`config.mk`:
```
export PLATFORM = sky130hd
export DESIGN_NAME = rsa_block_encrypt_unit
export DESIGN_NICKNAME = d
export VERILOG_FILES = /design/src/design/rsa_be_pkg.sv /design/src/design/rsa_block_encrypt_unit.sv /design/src/design/rsa_be_modmul.sv
export SDC_FILE = /design/constraint.sdc
export NUM_CORES = 1
export LEC_CHECK = 0
export CORE_ASPECT_RATIO = 0.75
export CORE_MARGIN = 2
export CORE_UTILIZATION = 52
export CTS_BUF_LIST = sky130_fd_sc_hd__clkbuf_8
export DETAILED_ROUTE_END_ITERATION = 6
export DONT_BUFFER_PORTS = 1
export PLACE_DENSITY = 0.7
export SETUP_SLACK_MARGIN = 0.1
export SLEW_MARGIN = 20
export SYNTH_ARGS = -nofsm -noshare
export SYNTH_HDL_FRONTEND = slang
export SYNTH_SLANG_ARGS = --single-unit
```
`constraint.sdc`:
```
create_clock -name clk -period 8.65 [get_ports clk]
set_input_delay 1.73 -clock clk [delete_from_list [all_inputs] [get_ports clk]]
set_output_delay 1.73 -clock clk [all_outputs]
set_load 0.01 [all_outputs]
```
`src/design/rsa_be_pkg.sv`:
```
`timescale 1ns / 1ps

package rsa_be_pkg;

	// Field and register widths fixed by the block's interface
	localparam int BLOCK_W  = 16;
	localparam int CIPHER_W = 31;
	localparam int MOD_REG_W = 31;
	localparam int EXP_W    = 32;
	localparam int CFG_W    = 32;
	localparam int TDATA_IN_W  = 16;
	localparam int TDATA_OUT_W = 32;

	// Defaults for the top-level parameters
	localparam int BLOCK_BYTES_DEF  = 2;
	localparam int MODULUS_BITS_DEF = 31;

	// Register reset values
	localparam logic [MOD_REG_W-1:0] MOD_RESET = 31'd1;
	localparam logic [EXP_W-1:0]     EXP_RESET = 32'h0001_0001;

	// Configuration register indexes
	typedef enum logic [0:0] {
		REG_MODULUS  = 1'b0,
		REG_EXPONENT = 1'b1
	} reg_idx_t;

	// Exponentiation sequencer
	typedef enum logic [2:0] {
		ST_IDLE,
		ST_REDUCE,
		ST_MUL,
		ST_SQR,
		ST_OUT
	} state_t;

endpackage

```
`src/design/rsa_block_encrypt_unit.sv`:
```
`timescale 1ns / 1ps
// Each block takes one reduction (1 * block mod n) on the shared modmul, then
//   S = floor(log2 e) squarings and M = popcount(e) multiplies; e = 0 needs
//   only the reduction, and n = 0 bypasses the multiplier altogether.
// One block at a time: s_tready is high only while idle, and a result still
//   waiting in the output register holds the next block in its final state.
// Reset: arst_n async, active low; modulus resets to 1, exponent to 65537.

module rsa_block_encrypt_unit #(
	parameter int BLOCK_BYTES  = rsa_be_pkg::BLOCK_BYTES_DEF,
	parameter int MODULUS_BITS = rsa_be_pkg::MODULUS_BITS_DEF
) (
	input  logic                                 clk,
	input  logic                                 arst_n,
	// config write port
	input  logic                                 cfg_we,
	input  logic [0:0]                           cfg_idx,
	input  logic [rsa_be_pkg::CFG_W-1:0]         cfg_wdata,
	// input stream
	input  logic                                 s_tvalid,
	output logic                                 s_tready,
	input  logic [rsa_be_pkg::TDATA_IN_W-1:0]    s_tdata,   // [15:0] block
	// output stream
	output logic                                 m_tvalid,
	input  logic                                 m_tready,
	output logic [rsa_be_pkg::TDATA_OUT_W-1:0]   m_tdata    // [30:0] cipher, [31] zero
);

	// Block bits actually used and the shared multiplier operand width
	localparam int BLK_W = (8 * BLOCK_BYTES < rsa_be_pkg::BLOCK_W) ?
		8 * BLOCK_BYTES : rsa_be_pkg::BLOCK_W;
	localparam int MOD_W = MODULUS_BITS;
	localparam int OP_W  = (MOD_W > BLK_W) ? MOD_W : BLK_W;

	// ---------------- configuration registers ----------------
	logic [rsa_be_pkg::MOD_REG_W-1:0] modulus_q;
	logic [rsa_be_pkg::EXP_W-1:0]     exponent_q;

	always_ff @(posedge clk or negedge arst_n) begin
		if (!arst_n) begin
			modulus_q  <= rsa_be_pkg::MOD_RESET;
			exponent_q <= rsa_be_pkg::EXP_RESET;
		end else if (cfg_we) begin
			unique case (cfg_idx)
				rsa_be_pkg::REG_MODULUS:  modulus_q  <= cfg_wdata[rsa_be_pkg::MOD_REG_W-1:0];
				rsa_be_pkg::REG_EXPONENT: exponent_q <= cfg_wdata;
				default: ;
			endcase
		end
	end

	// ---------------- sequencer state ----------------
	rsa_be_pkg::state_t state_q, state_d;

	logic [rsa_be_pkg::EXP_W-1:0] e_q;      // remaining exponent bits
	logic [MOD_W-1:0]             n_q;
	logic [MOD_W-1:0]             acc_q;
	logic [MOD_W-1:0]             base_q;
	logic                         out_vld_q;
	logic [rsa_be_pkg::CIPHER_W-1:0] cipher_q;

	logic             accept;
	logic             out_load;
	logic             mm_start;
	logic             mm_done;
	logic [MOD_W-1:0] mm_res;
	logic [MOD_W-1:0] mm_a;
	logic [OP_W-1:0]  mm_b;
	logic [MOD_W-1:0] mm_n;
	logic [MOD_W-1:0] n_in;
	logic [MOD_W-1:0] base_n;
	logic [MOD_W-1:0] acc_n;
	logic [OP_W-1:0]  block_in;

	assign n_in     = modulus_q[MOD_W-1:0];
	assign accept   = s_tvalid && s_tready;
	assign out_load = (state_q == rsa_be_pkg::ST_OUT) && (!out_vld_q || m_tready);

	// block reduction: 1 * block mod n, block taken straight off the bus
	assign block_in = OP_W'(s_tdata[BLK_W-1:0]);

	// modulus is latched at accept; the reduce start takes n_in directly, before n_q holds it
	assign mm_n = accept ? n_in : n_q;

	// Bypass the multiplier result so back-to-back ops see fresh operands
	assign base_n = (mm_done && (state_q == rsa_be_pkg::ST_REDUCE ||
		state_q == rsa_be_pkg::ST_SQR)) ? mm_res : base_q;
	assign acc_n  = (mm_done && state_q == rsa_be_pkg::ST_MUL) ? mm_res : acc_q;

	// next state: right-to-left square-and-multiply, stop once e runs out
	always_comb begin
		state_d = state_q;
		unique case (state_q)
			rsa_be_pkg::ST_IDLE: begin
				if (accept)
					state_d = (n_in == '0) ? rsa_be_pkg::ST_OUT : rsa_be_pkg::ST_REDUCE;
			end
			rsa_be_pkg::ST_REDUCE: begin
				if (mm_done) begin
					if (e_q == '0)
						state_d = rsa_be_pkg::ST_OUT;
					else if (e_q[0])
						state_d = rsa_be_pkg::ST_MUL;
					else
						state_d = rsa_be_pkg::ST_SQR;
				end
			end
			rsa_be_pkg::ST_MUL: begin
				if (mm_done)
					state_d = (e_q[rsa_be_pkg::EXP_W-1:1] == '0) ?
						rsa_be_pkg::ST_OUT : rsa_be_pkg::ST_SQR;
			end
			rsa_be_pkg::ST_SQR: begin
				// e_q shifts at this edge; bit 1 is the next bit to use
				if (mm_done)
					state_d = e_q[1] ? rsa_be_pkg::ST_MUL : rsa_be_pkg::ST_SQR;
			end
			rsa_be_pkg::ST_OUT: begin
				if (out_load)
					state_d = rsa_be_pkg::ST_IDLE;
			end
			default: state_d = rsa_be_pkg::ST_IDLE;
		endcase
	end

	// outputs: kick the shared unit on every entry into a compute state
	always_comb begin
		s_tready = (state_q == rsa_be_pkg::ST_IDLE);
		mm_start = 1'b0;
		mm_a     = base_n;
		mm_b     = OP_W'(base_n);
		unique case (state_d)
			rsa_be_pkg::ST_REDUCE: begin
				mm_start = accept;
				mm_a     = MOD_W'(1);
				mm_b     = block_in;
			end
			rsa_be_pkg::ST_MUL: begin
				mm_start = mm_done;
				mm_a     = acc_n;
				mm_b     = OP_W'(base_n);
			end
			rsa_be_pkg::ST_SQR: begin
				mm_start = mm_done;
				mm_a     = base_n;
				mm_b     = OP_W'(base_n);
			end
			default: ;
		endcase
	end

	always_ff @(posedge clk or negedge arst_n) begin
		if (!arst_n) begin
			state_q   <= rsa_be_pkg::ST_IDLE;
			out_vld_q <= 1'b0;
		end else begin
			state_q <= state_d;
			if (out_load)
				out_vld_q <= 1'b1;
			else if (m_tready)
				out_vld_q <= 1'b0;
		end
	end

	// datapath registers
	always_ff @(posedge clk) begin
		if (accept) begin
			e_q     <= exponent_q;
			n_q     <= n_in;
			// 1 mod n; n of 0 or 1 gives 0
			acc_q   <= (n_in[MOD_W-1:1] == '0) ? '0 : MOD_W'(1);
		end else begin
			base_q <= base_n;
			acc_q  <= acc_n;
			if (mm_done && state_q == rsa_be_pkg::ST_SQR)
				e_q <= e_q >> 1;
		end
		if (out_load)
			cipher_q <= rsa_be_pkg::CIPHER_W'(acc_q);
	end

	rsa_be_modmul #(
		.MOD_W (MOD_W),
		.OP_W  (OP_W)
	) u_modmul (
		.clk    (clk),
		.arst_n (arst_n),
		.start  (mm_start),
		.a      (mm_a),
		.b      (mm_b),
		.n      (mm_n),
		.done   (mm_done),
		.res    (mm_res)
	);

	assign m_tvalid = out_vld_q;
	assign m_tdata  = {1'b0, cipher_q};

endmodule

```
`src/design/rsa_be_modmul.sv`:
```
`timescale 1ns / 1ps

// Bit-serial interleaved modular multiply: res = (a * b) mod n.
// Requires a <= n and n >= 1. One multiplier bit per cycle, MSB first.
module rsa_be_modmul #(
	parameter int MOD_W = rsa_be_pkg::MODULUS_BITS_DEF,
	parameter int OP_W  = rsa_be_pkg::MODULUS_BITS_DEF
) (
	input  logic             clk,
	input  logic             arst_n,
	input  logic             start,
	input  logic [MOD_W-1:0] a,
	input  logic [OP_W-1:0]  b,
	input  logic [MOD_W-1:0] n,
	output logic             done,
	output logic [MOD_W-1:0] res
);

	localparam int CNT_W = $clog2(OP_W);
	localparam logic [CNT_W-1:0] CNT_LAST = CNT_W'(OP_W - 1);

	logic             busy_q;
	logic             done_q;
	logic [CNT_W-1:0] cnt_q;
	logic [MOD_W-1:0] r_q;
	logic [MOD_W-1:0] a_q;
	logic [MOD_W-1:0] n_q;
	logic [OP_W-1:0]  b_q;

	logic [MOD_W:0] dbl;
	logic [MOD_W:0] dbl_red;
	logic [MOD_W:0] sum;
	logic [MOD_W:0] sum_red;
	logic [MOD_W:0] n_ext;

	// r <- (2r mod n + bit*a) mod n; each partial stays below 2n
	always_comb begin
		n_ext   = {1'b0, n_q};
		dbl     = {r_q, 1'b0};
		dbl_red = (dbl >= n_ext) ? (dbl - n_ext) : dbl;
		sum     = dbl_red + (b_q[OP_W-1] ? {1'b0, a_q} : '0);
		sum_red = (sum >= n_ext) ? (sum - n_ext) : sum;
	end

	always_ff @(posedge clk or negedge arst_n) begin
		if (!arst_n) begin
			busy_q <= 1'b0;
			done_q <= 1'b0;
			cnt_q  <= '0;
		end else begin
			done_q <= 1'b0;
			if (start && !busy_q) begin
				busy_q <= 1'b1;
				cnt_q  <= CNT_LAST;
			end else if (busy_q) begin
				cnt_q <= cnt_q - 1'b1;
				if (cnt_q == '0) begin
					busy_q <= 1'b0;
					done_q <= 1'b1;
				end
			end
		end
	end

	always_ff @(posedge clk) begin
		if (start && !busy_q) begin
			r_q <= '0;
			a_q <= a;
			b_q <= b;
			n_q <= n;
		end else if (busy_q) begin
			r_q <= sum_red[MOD_W-1:0];
			b_q <= {b_q[OP_W-2:0], 1'b0};
		end
	end

	assign done = done_q;
	assign res  = r_q;

endmodule

```
Word level (Yosys, flattened, before mapping)
Index checks and enable logic that the tools add are counted.

Add/sub/neg operators: 4. $lt $le $gt $ge: 2. Equal/unequal tests: 7. Muxes and demuxes: 36. Bitwise operators: 1. Reduce and logical (&&, ||, !) cells: 22.

Operator list (count): two-way mux 31 bit (9); two-way mux 32 bit (3); greater-or-equal comparator 32 x 31 -> 1 bit (2); logical NOT 31 bit (2); case mux 31 bit (2 select lines) (1); adder 32 x 31 -> 32 bit (1); logical NOT 32 bit (1); subtractor 32 x 31 -> 32 bit (1); subtractor 31 bit (1); logical NOT 30 bit (1); two-way mux 3 bit (8); case mux 3 bit (5 select lines) (1); == test 3 x 2 -> 1 bit, second input constant (4); two-way mux 1 bit (11); two-way mux 5 bit (2); == test 3 x 1 -> 1 bit, second input constant (2); logical AND 1 bit (6); nonzero test 2 bit (3); logical NOT 5 bit (1); subtractor 5 x 1 -> 5 bit, second input constant (1); AND reduction 2 bit (2); == test 3 bit, second input constant (1); logical NOT 3 bit (1); logical NOT 1 bit (2); other kinds (4) (5).

Register bits after elaboration: 354. Output and inout port bits: 34.

Longest topological paths before layout
Gate-level depths: netlist (run 1).

Depth after elaboration: 10. Mapped depth: 36. Gate-level depth less buffers: 34.

Modules after synthesis
From an unflattened synthesis (run 1), not the netlist that was laid out.

Cells, all modules: 1878. Area, all modules: 19426.1 um^2.

Modules (own cells, without submodules): rsa_be_modmul (instances 1, cells an instance 1105, area each 10237.3 um^2, sequential area each 3588.4 um^2); rsa_block_encrypt_unit (instances 1, cells an instance 773, area each 9188.8 um^2, sequential area each 5744.3 um^2).

Least setup slack after synthesis (run 1)
No wires, ideal clock.

Path type: register to register. Start: register u_modmul.n_q[0]. End: register u_modmul.r_q[12], in the netlist u_modmul.res[12]. Library setup time: 0.128 ns. Data arrival time: 6.481 ns. Required time: 8.522 ns. Slack: 2.041 ns. Stages on the path, launching flop included: 32. Period minus slack after synthesis: 6.609 ns. Path through: edfxtp_1 inv_1 fa_1 a211o_1 a21oi_1 a211o_1 a21oi_1 o21ai_1 nand2_1 a21boi_1 clkbuf_1 o31ai_1 ha_1 a21oi_1 nor2b_1 o31ai_2 o2111ai_1 a21oi_1 or4b_1 and2_1 xnor2_1 ha_1 a21o_1 a21o_1 a211oi_1 o31ai_2 o31ai_1 nand2_1 mux2_4 buf_6 mux2i_1 o21ai_1.

Longest elaborated chain between the ends: 5.

Ends and longest elaborated chain: start: declaration (RTL line rsa_be_modmul.sv:27) `logic [MOD_W-1:0] n_q;`; start signal: assignment (RTL line rsa_be_modmul.sv:70) `n_q <= n;`; subtractor 32 x 31 -> 32 bit or greater-or-equal comparator 32 x 31 -> 1 bit (tied branches) (RTL line rsa_be_modmul.sv:40) `dbl_red = (dbl >= n_ext) ? (dbl - n_ext) : dbl;`; two-way mux 32 bit (RTL line rsa_be_modmul.sv:40); adder 32 x 31 -> 32 bit (RTL line rsa_be_modmul.sv:41) `sum = dbl_red + (b_q[OP_W-1] ? {1'b0, a_q} : '0);`; subtractor 31 bit or greater-or-equal comparator 32 x 31 -> 1 bit (tied branches) (RTL line rsa_be_modmul.sv:42) `sum_red = (sum >= n_ext) ? (sum - n_ext) : sum;`; two-way mux 31 bit (*) (RTL line rsa_be_modmul.sv:42); end signal: assignment (RTL line rsa_be_modmul.sv:72) `r_q <= sum_red[MOD_W-1:0];`; end: declaration (RTL line rsa_be_modmul.sv:25) `logic [MOD_W-1:0] r_q;`.

Every way passes the cells marked *; elsewhere a longest branch is shown, timed or not. A chain may end at the register's enable or synchronous reset.

Final worst setup path (run 1)
Start: register u_modmul.r_q[20], in the netlist u_modmul.res[20]. End: register u_modmul.r_q[18], in the netlist u_modmul.res[18].

Longest elaborated chain between the ends: 5.

Ends and longest elaborated chain (RTL line): subtractor 32 x 31 -> 32 bit or greater-or-equal comparator 32 x 31 -> 1 bit (tied branches) (rsa_be_modmul.sv:40); two-way mux 32 bit (*) (rsa_be_modmul.sv:40); adder 32 x 31 -> 32 bit (*) (rsa_be_modmul.sv:41); greater-or-equal comparator 32 x 31 -> 1 bit or subtractor 31 bit (tied branches) (rsa_be_modmul.sv:42); two-way mux 31 bit (*) (rsa_be_modmul.sv:42).

Marks and branches as above.

==> results of run 1 <==
worst paths after layout:
| check | start | endpoint | depth (start not counted) |
|---|---|---|---|
| max in group asynchronous | arst_n | exponent_q[16]$_DFFE_PN1P_ | 0 |
| min reg2reg | acc_q[26]$_SDFF_PP0_ | cipher_q[26]$_DFFE_PP_ | 0 |
| max reg2reg | u_modmul.res[20]$_SDFFE_PP0P_ | u_modmul.res[18]$_SDFFE_PP0P_ | 29 |
| max | u_modmul.res[20]$_SDFFE_PP0P_ | u_modmul.res[18]$_SDFFE_PP0P_ | 29 |
| min | acc_q[26]$_SDFF_PP0_ | cipher_q[26]$_DFFE_PP_ | 0 |
| min in group asynchronous | arst_n | modulus_q[21]$_DFFE_PN0P_ | 0 |
stage by stage:
step	utilization	hold WS (ns)	std cells	setup slack [ns]
6_report	0.571	0.435	2390	0.702
5_1_grt	0.571	0.450	2390	0.118
4_1_cts	0.571	0.435	2390	0.801
3_5_place_dp	0.543	0.419	2293	0.863
3_3_place_gp	0.543	0.420	2293	1.06
2_1_floorplan	-	0.408	1869	2.04
synth_stat cells (all sizes together), types with 13 or more instances:
cell / instances / share of area
clkbuf: 53 / 0.011
mux2i: 84 / 0.045
nor3: 22 / 0.0066
mux2: 80 / 0.048
xor2: 26 / 0.012
o21bai: 13 / 0.0052
nor4: 18 / 0.0060
edfxtp: 187 / 0.30
a21o: 43 / 0.017
nand2b: 26 / 0.0086
dfrtp: 71 / 0.094
ha: 95 / 0.063
nand3: 36 / 0.0095
dfxtp: 93 / 0.099
nor2: 103 / 0.020
o21ai: 120 / 0.032
a211oi: 16 / 0.0073
o22ai: 16 / 0.0053
xnor2: 56 / 0.026
nand4: 19 / 0.0063
inv: 101 / 0.020
a21oi: 100 / 0.027
nand2: 316 / 0.063
and2: 34 / 0.011
buf: 21 / 0.0061
cells by family after synthesis:
logic type / count (synthesis)
other cells: 1
mux: 164
compound gates: 379
buf+inv: 176
simple gates: 615
fa+ha+maj: 98
flops: 354
xor+xnor: 82
metal layers:
layer,part of all wire,track usage
met4,0.021,0.0643
met2,0.39,0.363
met1,0.49,0.429
met3,0.10,0.0550
met5,0,0
area by class of cell:
class | instances | area share
Sequential cell | 354 | 0.456
Multi-Input combinational cell | 1339 | 0.435
Clock buffer | 56 | 0.0377
Tap cell | 465 | 0.0284
Inverter | 102 | 0.0187
Timing Repair Buffer | 33 | 0.0121
Clock inverter | 41 | 0.0114
==> results.py, run 1 <==
metrics = {
    "status": {
        "outcome": "finished clean",
    },
    "setup_path": {
        "max_stage_delay_ns": 0.58,
        "crit_arrival_ns": 8.42,
        "critPathKind": "register to register",
        "cpMostUsedCell": "a21o_1",
        "crit_path_start_kind": "register",
        "crit_fanout": 44,
        "end_kind": "register",
        "path_delay_family": "compound AO/OA/AOI/OAI gates",
        "critical_path_required_ns": 9.12,
        "cpMaxStageDelayCell": "mux2_4",
        "r2r_setup_slack_ns": 0.70,
        "timing.critical_path.buf_inv": 1,
    },
    "place": {
        "port_buffers": 0,
        "gp_congestion": 0.977,
        "dpl.hpwl_um": 36600,
        "placed_cell_area_um2": 19400,
    },
    "floorplanning": {
        "rows": 60,
        "core_um2": 35800,
        "die_area_um2": 37900,
        "io_pins": 88,
        "die_y_um": 169,
        "die_x_um": 224,
        "initial_utilization": 0.528,
    },
    "sta": {
        "worst_pin_slew_ns": 0.928,
        "final-max-slew-violation-count": 0,
        "relSlewSlack": 0.381,
        "finClkSkew_ns": 0.0334,
        "hold_violations": 0,
        "fin_crit_ns": 7.95,
        "setup_tns_ns": 0,
        "grt_setup_unrepaired": "false",
        "fmax_mhz": 126,
        "setup_viol": 0,
        "post-route-period-util": 0.919,
    },
    "clock_tree": {
        "cts_buffers": 53,
        "post-cts-setup-buffer-count": 0,
        "clk_path_buf_depth": 3,
        "cts_sinks": 354,
        "htree_levels": 2,
        "postCtsHoldBufs": 0,
        "cts-root-buf": "clkbuf_8",
        "clk_pin_slew_ns": 0.07,
        "postCtsResizedCells": 0,
        "clk_latency_ns": 0.61,
        "cts_tree": "done",
    },
    "finish": {
        "area_growth_pct": 8.27,
        "final_nets": 2035,
        "seqCellArea_um2": 9330,
        "multiInputGateArea_um2": 8900,
        "drive_gt1_frac": 0.109,
        "layout.cells.most_common": "nand2_1",
        "design_area_um2": 20500,
        "antennaDiodeCount": 0,
        "fillCellCount": 3012,
        "reg_top3": "e_q: 32 flops, exponent_q: 32 flops",
        "final_cell_mix": "nand2_1 (315), edfxtp_1 (187), inv_1 (121), nor2_1 (102), a21oi_1 (98)",
    },
    "route": {
        "wl_per_cell_um": 21.0,
        "drt_wl_total_um": 50300,
        "drt_iter0_drc": 1695,
        "vias": 14200,
        "avgViaCountPerCell": 5.94,
        "drt_pass1_iterations": 5,
        "drc": 0,
        "ant_nets": 0,
    },
    "synthesis": {
        "yosys_warnings": 0,
        "synth-xor-area-share": 0.0380,
        "synthMuxAreaShare": 0.0924,
        "yosysUniqueCellTypes": 76,
        "synth_ff_type": "edfxtp_1",
        "ys_seq_area_frac": 0.494,
        "synth-simple-area-share": 0.146,
        "syn_avg_cell_area_um2": 10.1,
        "post_synth_fa_ha_maj_area_fraction": 0.0661,
        "synth_compound_area_frac": 0.126,
        "synth_edf_count": 187,
        "syn_inst": 1869,
        "synth.ff_latch_count": 354,
        "synth_nets": 2021,
        "syn_area_um2": 18900,
        "synth_top_family_by_area": "simple AND/OR/NAND/NOR gates",
        "ys_async_sr_fraction": 0.209,
    },
    "global_routing": {
        "grt_max_degree": 75,
        "antenna_found_initial": 0,
        "grt_pass1_wl_um": 77900,
        "globalRoute.totalOverflow": 0,
        "grt_pass1_vias": 13300,
        "grt_usage": 0.267,
    },
    "job": {
        "drv_cap": 0,
    },
    "hold_path": {
        "holdCritPathClass": "register to register",
    },
}
Power of run 1 is not shown: default switching activity piles up to over one toggle a cycle in this logic, so the estimate is an artifact.
==> run 2: changes to the inputs <==
--- a/config.mk
+++ b/config.mk
@@ -11,7 +11,7 @@
 export CTS_BUF_LIST = sky130_fd_sc_hd__clkbuf_8
 export DETAILED_ROUTE_END_ITERATION = 6
 export DONT_BUFFER_PORTS = 1
-export PLACE_DENSITY = 0.7
+export PLACE_DENSITY = 0.67
 export SETUP_SLACK_MARGIN = 0.1
 export SLEW_MARGIN = 20
 export SYNTH_ARGS = -nofsm -noshare
==> results.py, run 2 (synthesized netlist as in run 1, its figures left out) <==
metrics = {
    "status": {
        "outcome": "finished clean",
    },
    "setup_path": {
        "critPathLaunch": "u_modmul.n_q[21]$_DFFE_PP_",
        "crit_path_start_kind": "register",
        "timing.rr.start": "u_modmul.n_q[21]$_DFFE_PP_",
        "crit_fanout": 41,
        "r2r_setup_slack_ns": 0.65,
        "cpMaxStageDelayCell": "mux2_4",
        "crit_arrival_ns": 8.46,
        "cpMostUsedCell": "a21o_1",
        "critPathKind": "register to register",
        "rr_endpoint": "u_modmul.res[2]$_SDFFE_PP0P_",
        "reg2regPathDepth": 30,
        "end_kind": "register",
        "max_stage_delay_ns": 0.57,
        "critical_path_required_ns": 9.11,
    },
    "clock_tree": {
        "cts_tree": "done",
        "postCtsResizedCells": 0,
        "clk_path_buf_depth": 3,
        "postCtsHoldBufs": 0,
        "clk_pin_slew_ns": 0.08,
        "cts_buffers": 54,
        "htree_levels": 2,
        "cts_sinks": 354,
        "post-cts-setup-buffer-count": 0,
        "cts-root-buf": "clkbuf_8",
        "clk_latency_ns": 0.63,
    },
    "route": {
        "drc": 0,
        "vias": 14100,
        "wl_per_cell_um": 21.0,
        "ant_nets": 0,
        "avgViaCountPerCell": 5.90,
        "drt_wl_total_um": 50400,
        "drt_iter0_drc": 1509,
        "drt_pass1_iterations": 6,
    },
    "place": {
        "dpl.hpwl_um": 36300,
        "port_buffers": 0,
        "gp_congestion": 1.01,
    },
    "global_routing": {
        "antenna_found_initial": 0,
        "grt_pass1_wl_um": 77300,
        "grt_max_degree": 75,
        "grt_usage": 0.267,
        "globalRoute.totalOverflow": 0,
        "grt_pass1_vias": 13200,
    },
    "finish": {
        "drive_gt1_frac": 0.113,
        "area_growth_pct": 8.86,
        "multiInputGateArea_um2": 8900,
        "seqCellArea_um2": 9330,
        "fillCellCount": 3047,
        "final_nets": 2038,
        "final_cell_mix": "nand2_1 (315), edfxtp_1 (187), inv_1 (115), nor2_1 (102), a21oi_1 (98)",
        "layout.cells.most_common": "nand2_1",
        "reg_top3": "e_q: 32 flops, exponent_q: 32 flops",
        "antennaDiodeCount": 0,
    },
    "sta": {
        "fin_crit_ns": 8.00,
        "fmax_mhz": 125,
        "final-max-slew-violation-count": 0,
        "setup_tns_ns": 0,
        "hold_violations": 0,
        "finClkSkew_ns": 0.0551,
        "worst_pin_slew_ns": 1.03,
        "relSlewSlack": 0.312,
        "setup_viol": 0,
        "post-route-period-util": 0.925,
        "grt_setup_unrepaired": "false",
    },
    "hold_path": {
        "hold-path-endpoint": "cipher_q[10]$_DFFE_PP_",
        "hp-start": "acc_q[10]$_SDFF_PP0_",
        "hold_depth": 0,
        "holdCritPathClass": "register to register",
    },
    "floorplanning": {
        "rows": 60,
        "io_pins": 88,
        "initial_utilization": 0.528,
        "die_y_um": 169,
        "die_area_um2": 37900,
        "die_x_um": 224,
        "core_um2": 35800,
    },
    "job": {
        "drv_cap": 0,
    },
}
run 2: cell types whose count changed in the layout (fill, tap and decap cells not counted), sizes merged:
cell and delta:
inv -5, clkbuf +7, buf +2, clkinvlp -1, clkinv +4
run 2: layout make-up:
| cell class | count | share of cell area |
|---|---|---|
| Sequential cell | 354 | 0.454 |
| Multi-Input combinational cell | 1339 | 0.433 |
| Clock buffer | 63 | 0.0422 |
| Tap cell | 465 | 0.0283 |
| Inverter | 102 | 0.0186 |
| Timing Repair Buffer | 35 | 0.0128 |
| Clock inverter | 39 | 0.0117 |
run 2: how the worst max path moves through the flow:
stage	endpoint	cells past startpoint
after floorplan	u_modmul.res[12]$_SDFFE_PP0P_	31
after global placement	u_modmul.res[0]$_SDFFE_PP0P_	28
after detailed placement	u_modmul.res[18]$_SDFFE_PP0P_	29
after CTS	u_modmul.res[18]$_SDFFE_PP0P_	30
after global routing	u_modmul.res[21]$_SDFFE_PP0P_	29
final	u_modmul.res[2]$_SDFFE_PP0P_	30
run 2: stage by stage:
stage	instances	hold WS, ns	util	setup WS, ns	cell area, um^2
CTS	2397	0.434	0.574	0.810	20600
floorplan	1869	0.408	-	2.04	18900
global route	2397	0.445	0.574	0.139	20600
global placement	2295	0.415	0.543	1.18	19500
finish	2397	0.435	0.574	0.650	20600
detailed placement	2295	0.417	0.543	0.900	19500
run 2: worst max-delay path, delay by kind of cell (launching register included):
family,cells,cell delay [ns]
AOI/OAI and AO/OA,13,3.06
and+or+nand+nor,8,1.68
muxes,3,1.11
adders and majority gates,3,1.02
DFF,1,0.36
xor gates and xnor gates,1,0.36
buffers and inverters,2,0.20
run 2: per-layer routing:
metal	track usage	up-vias	routed length [um]
met3	0.0521	56	4590
met5	0	-	0
met2	0.352	570	19400
li1	-	6671	-
met1	0.444	6849	25700
met4	0.0501	0	718
Power of run 2 is left out for the same reason.
==> run 3: changes to the inputs <==
--- a/config.mk
+++ b/config.mk
@@ -5,6 +5,7 @@
 export SDC_FILE = /design/constraint.sdc
 export NUM_CORES = 1
 export LEC_CHECK = 0
+export CAP_MARGIN = 30
 export CORE_ASPECT_RATIO = 0.75
 export CORE_MARGIN = 2
 export CORE_UTILIZATION = 52
@@ -16,4 +17,5 @@
 export SLEW_MARGIN = 20
 export SYNTH_ARGS = -nofsm -noshare
 export SYNTH_HDL_FRONTEND = slang
+export SYNTH_HIERARCHICAL = 1
 export SYNTH_SLANG_ARGS = --single-unit
==> results.py, run 3 <==
metrics = {
    "synthesis": {
        "ys_async_sr_fraction": 0.209,
        "synth_edf_count": 187,
        "yosys_warnings": 6,
        "syn_inst": 1878,
        "yosysUniqueCellTypes": 81,
        "yosys-top-cells-area": "edfxtp_1 (29%), dfxtp_1 (9.6%), dfrtp_1 (9.1%)",
        "synth_nets": 2030,
        "yosysTopAreaCell": "edfxtp_1",
        "syn_area_um2": 19400,
        "synth.ff_latch_count": 354,
        "synth.top_cell.area_share": 0.289,
        "yosysMostFrequentCell": "nand2_1",
        "synthTopCellsByCount": "nand2_1 (308), edfxtp_1 (187), mux2_2 (131)",
        "syn_avg_cell_area_um2": 10.3,
        "synth_ff_type": "edfxtp_1",
        "ys_seq_area_frac": 0.480,
    },
    "route": {
        "wl_per_cell_um": 19.5,
        "drc": 0,
        "drt_wl_total_um": 47200,
        "avgViaCountPerCell": 5.81,
        "drt_pass1_iterations": 6,
        "vias": 14100,
        "drt_iter0_drc": 1084,
        "ant_nets": 0,
    },
    "clock_tree": {
        "cts_tree": "done",
        "cts-root-buf": "clkbuf_8",
        "htree_levels": 2,
        "cts_sinks": 354,
        "clk_pin_slew_ns": 0.06,
        "postCtsHoldBufs": 0,
        "clk_path_buf_depth": 3,
        "cts_buffers": 55,
        "clk_latency_ns": 0.61,
    },
    "sta": {
        "fmax_mhz": 126,
        "final-max-slew-violation-count": 0,
        "post-route-period-util": 0.917,
        "relSlewSlack": 0.361,
        "setup_viol": 0,
        "fin_crit_ns": 7.94,
        "worst_pin_slew_ns": 0.957,
        "setup_tns_ns": 0,
        "hold_violations": 0,
        "grt_setup_unrepaired": "false",
        "finClkSkew_ns": 0.0381,
    },
    "floorplanning": {
        "io_pins": 88,
        "die_y_um": 171,
        "die_x_um": 227,
        "die_area_um2": 38900,
        "core_um2": 36900,
        "initial_utilization": 0.526,
        "rows": 61,
    },
    "place": {
        "port_buffers": 0,
        "placed_cells": 2315,
        "gp_congestion": 0.941,
        "dpl.hpwl_um": 33500,
    },
    "setup_path": {
        "max_stage_delay_ns": 0.46,
        "crit_fanout": 16,
        "cpMaxStageDelayCell": "fa_1",
        "crit_arrival_ns": 8.39,
        "critical_path_required_ns": 9.11,
        "end_kind": "register",
        "crit_path_start_kind": "register",
        "critPathKind": "register to register",
    },
    "finish": {
        "layout.cells.non_filler": 2420,
        "layout.cells.most_common": "nand2_1",
        "reg_top3": "e_q: 32 flops, exponent_q: 32 flops",
        "final_nets": 2022,
        "drive_gt1_frac": 0.147,
        "antennaDiodeCount": 0,
        "area_growth_pct": 8.09,
        "final_cell_mix": "nand2_1 (308), edfxtp_1 (187), mux2_2 (131), inv_1 (99), ha_1 (95)",
    },
    "pwr": {
        "powerDensity_nw_per_um2": 156,
        "peakVddDrop_uv": 110,
        "leakagePower_uw": 0.00858,
    },
    "global_routing": {
        "grt_pass1_vias": 13600,
        "grt_max_degree": 75,
        "antenna_found_initial": 1,
        "grt_usage": 0.245,
        "globalRoute.totalOverflow": 0,
        "grt_pass1_wl_um": 74600,
    },
    "job": {
        "drv_cap": 0,
    },
    "hold_path": {
        "holdCritPathClass": "register to register",
    },
    "status": {
        "outcome": "finished clean",
    },
}
==> run 3: routing by layer <==
layer  vias to the layer above  global-route usage  share of wire
met5                         -                   0              0
met4                         0              0.0673          0.022
met3                        84              0.0371          0.051
met2                       361               0.387           0.45
met1                      6810               0.351           0.47
li1                       6797                   -              -
==> run 3: cells by family after synthesis <==
logic type	synth area share
and+or+nand+nor	0.145
AOI/OAI and AO/OA	0.134
DFF	0.480
muxes	0.104
buffers and inverters	0.0358
adders and majority gates	0.0643
xor gates and xnor gates	0.0368
other	0.000193
==> run 3: timing repair <==
action                     in CTS  in global routing
setup endpoints to repair       0                 21
gates resized for setup         0                  6
setup buffers                   0                  2
==> run 3: stage by stage <==
| step | utilization | cell area, um^2 | setup WS, ns | hold WS [ns] | power [uW] |
|---|---|---|---|---|---|
| final | 0.568 | 21000 | 0.714 | 0.430 | 3270 |
| after global routing | 0.568 | 21000 | 0.110 | 0.451 | 3390 |
| after CTS | 0.567 | 21000 | 0.464 | 0.433 | 3300 |
| after detailed placement | 0.538 | 19900 | 0.551 | 0.421 | 1930 |
| after global placement | 0.537 | 19800 | 0.693 | 0.414 | 1920 |
| after floorplan | - | 19400 | 1.92 | 0.408 | 1910 |
==> run 3: layout make-up <==
class	instances	area (um^2)
tap	504	631
multi-input combinational	1361	9470
clock inverter	41	220
fill	3247	15900
timing repair buffer	24	211
sequential	354	9330
clock buffer	62	853
inverter	74	279
==> run 3: worst paths after layout <==
path	from	cells after the start	end	slack [ns]
worst max-delay path	u_modmul/n_q[0]$_DFFE_PP_	29	u_modmul/res[1]$_SDFFE_PP0P_	0.71
worst min-delay path	acc_q[11]$_SDFF_PP0_	0	cipher_q[11]$_DFFE_PP_	0.43
worst max register to register	u_modmul/n_q[0]$_DFFE_PP_	29	u_modmul/res[1]$_SDFFE_PP0P_	0.71
worst min register to register	acc_q[11]$_SDFF_PP0_	0	cipher_q[11]$_DFFE_PP_	0.43
max in group asynchronous	arst_n	0	exponent_q[16]$_DFFE_PN1P_	7.62
min in group asynchronous	arst_n	0	exponent_q[6]$_DFFE_PN0P_	0.81
==> run 3: power by group <==
group | internal, uW | leakage (uW) | switching, uW
Sequential | 1800 | 0.00316 | 30.2
Clock | 715 | 0.000654 | 660
Combinational | 43.2 | 0.00477 | 19.1
Total | 2560 | 0.00858 | 709
==> run 3: critical path: cells and delay by family, from the launching register on <==
family / cells / cell delay (ns)
xor+xnor: 1 / 0.29
fa+ha+maj: 3 / 1.12
compound gates: 19 / 4.82
flops: 1 / 0.37
mux: 1 / 0.36
buf+inv: 2 / 0.30
simple gates: 3 / 0.49
(Power assumes the default switching activity.)
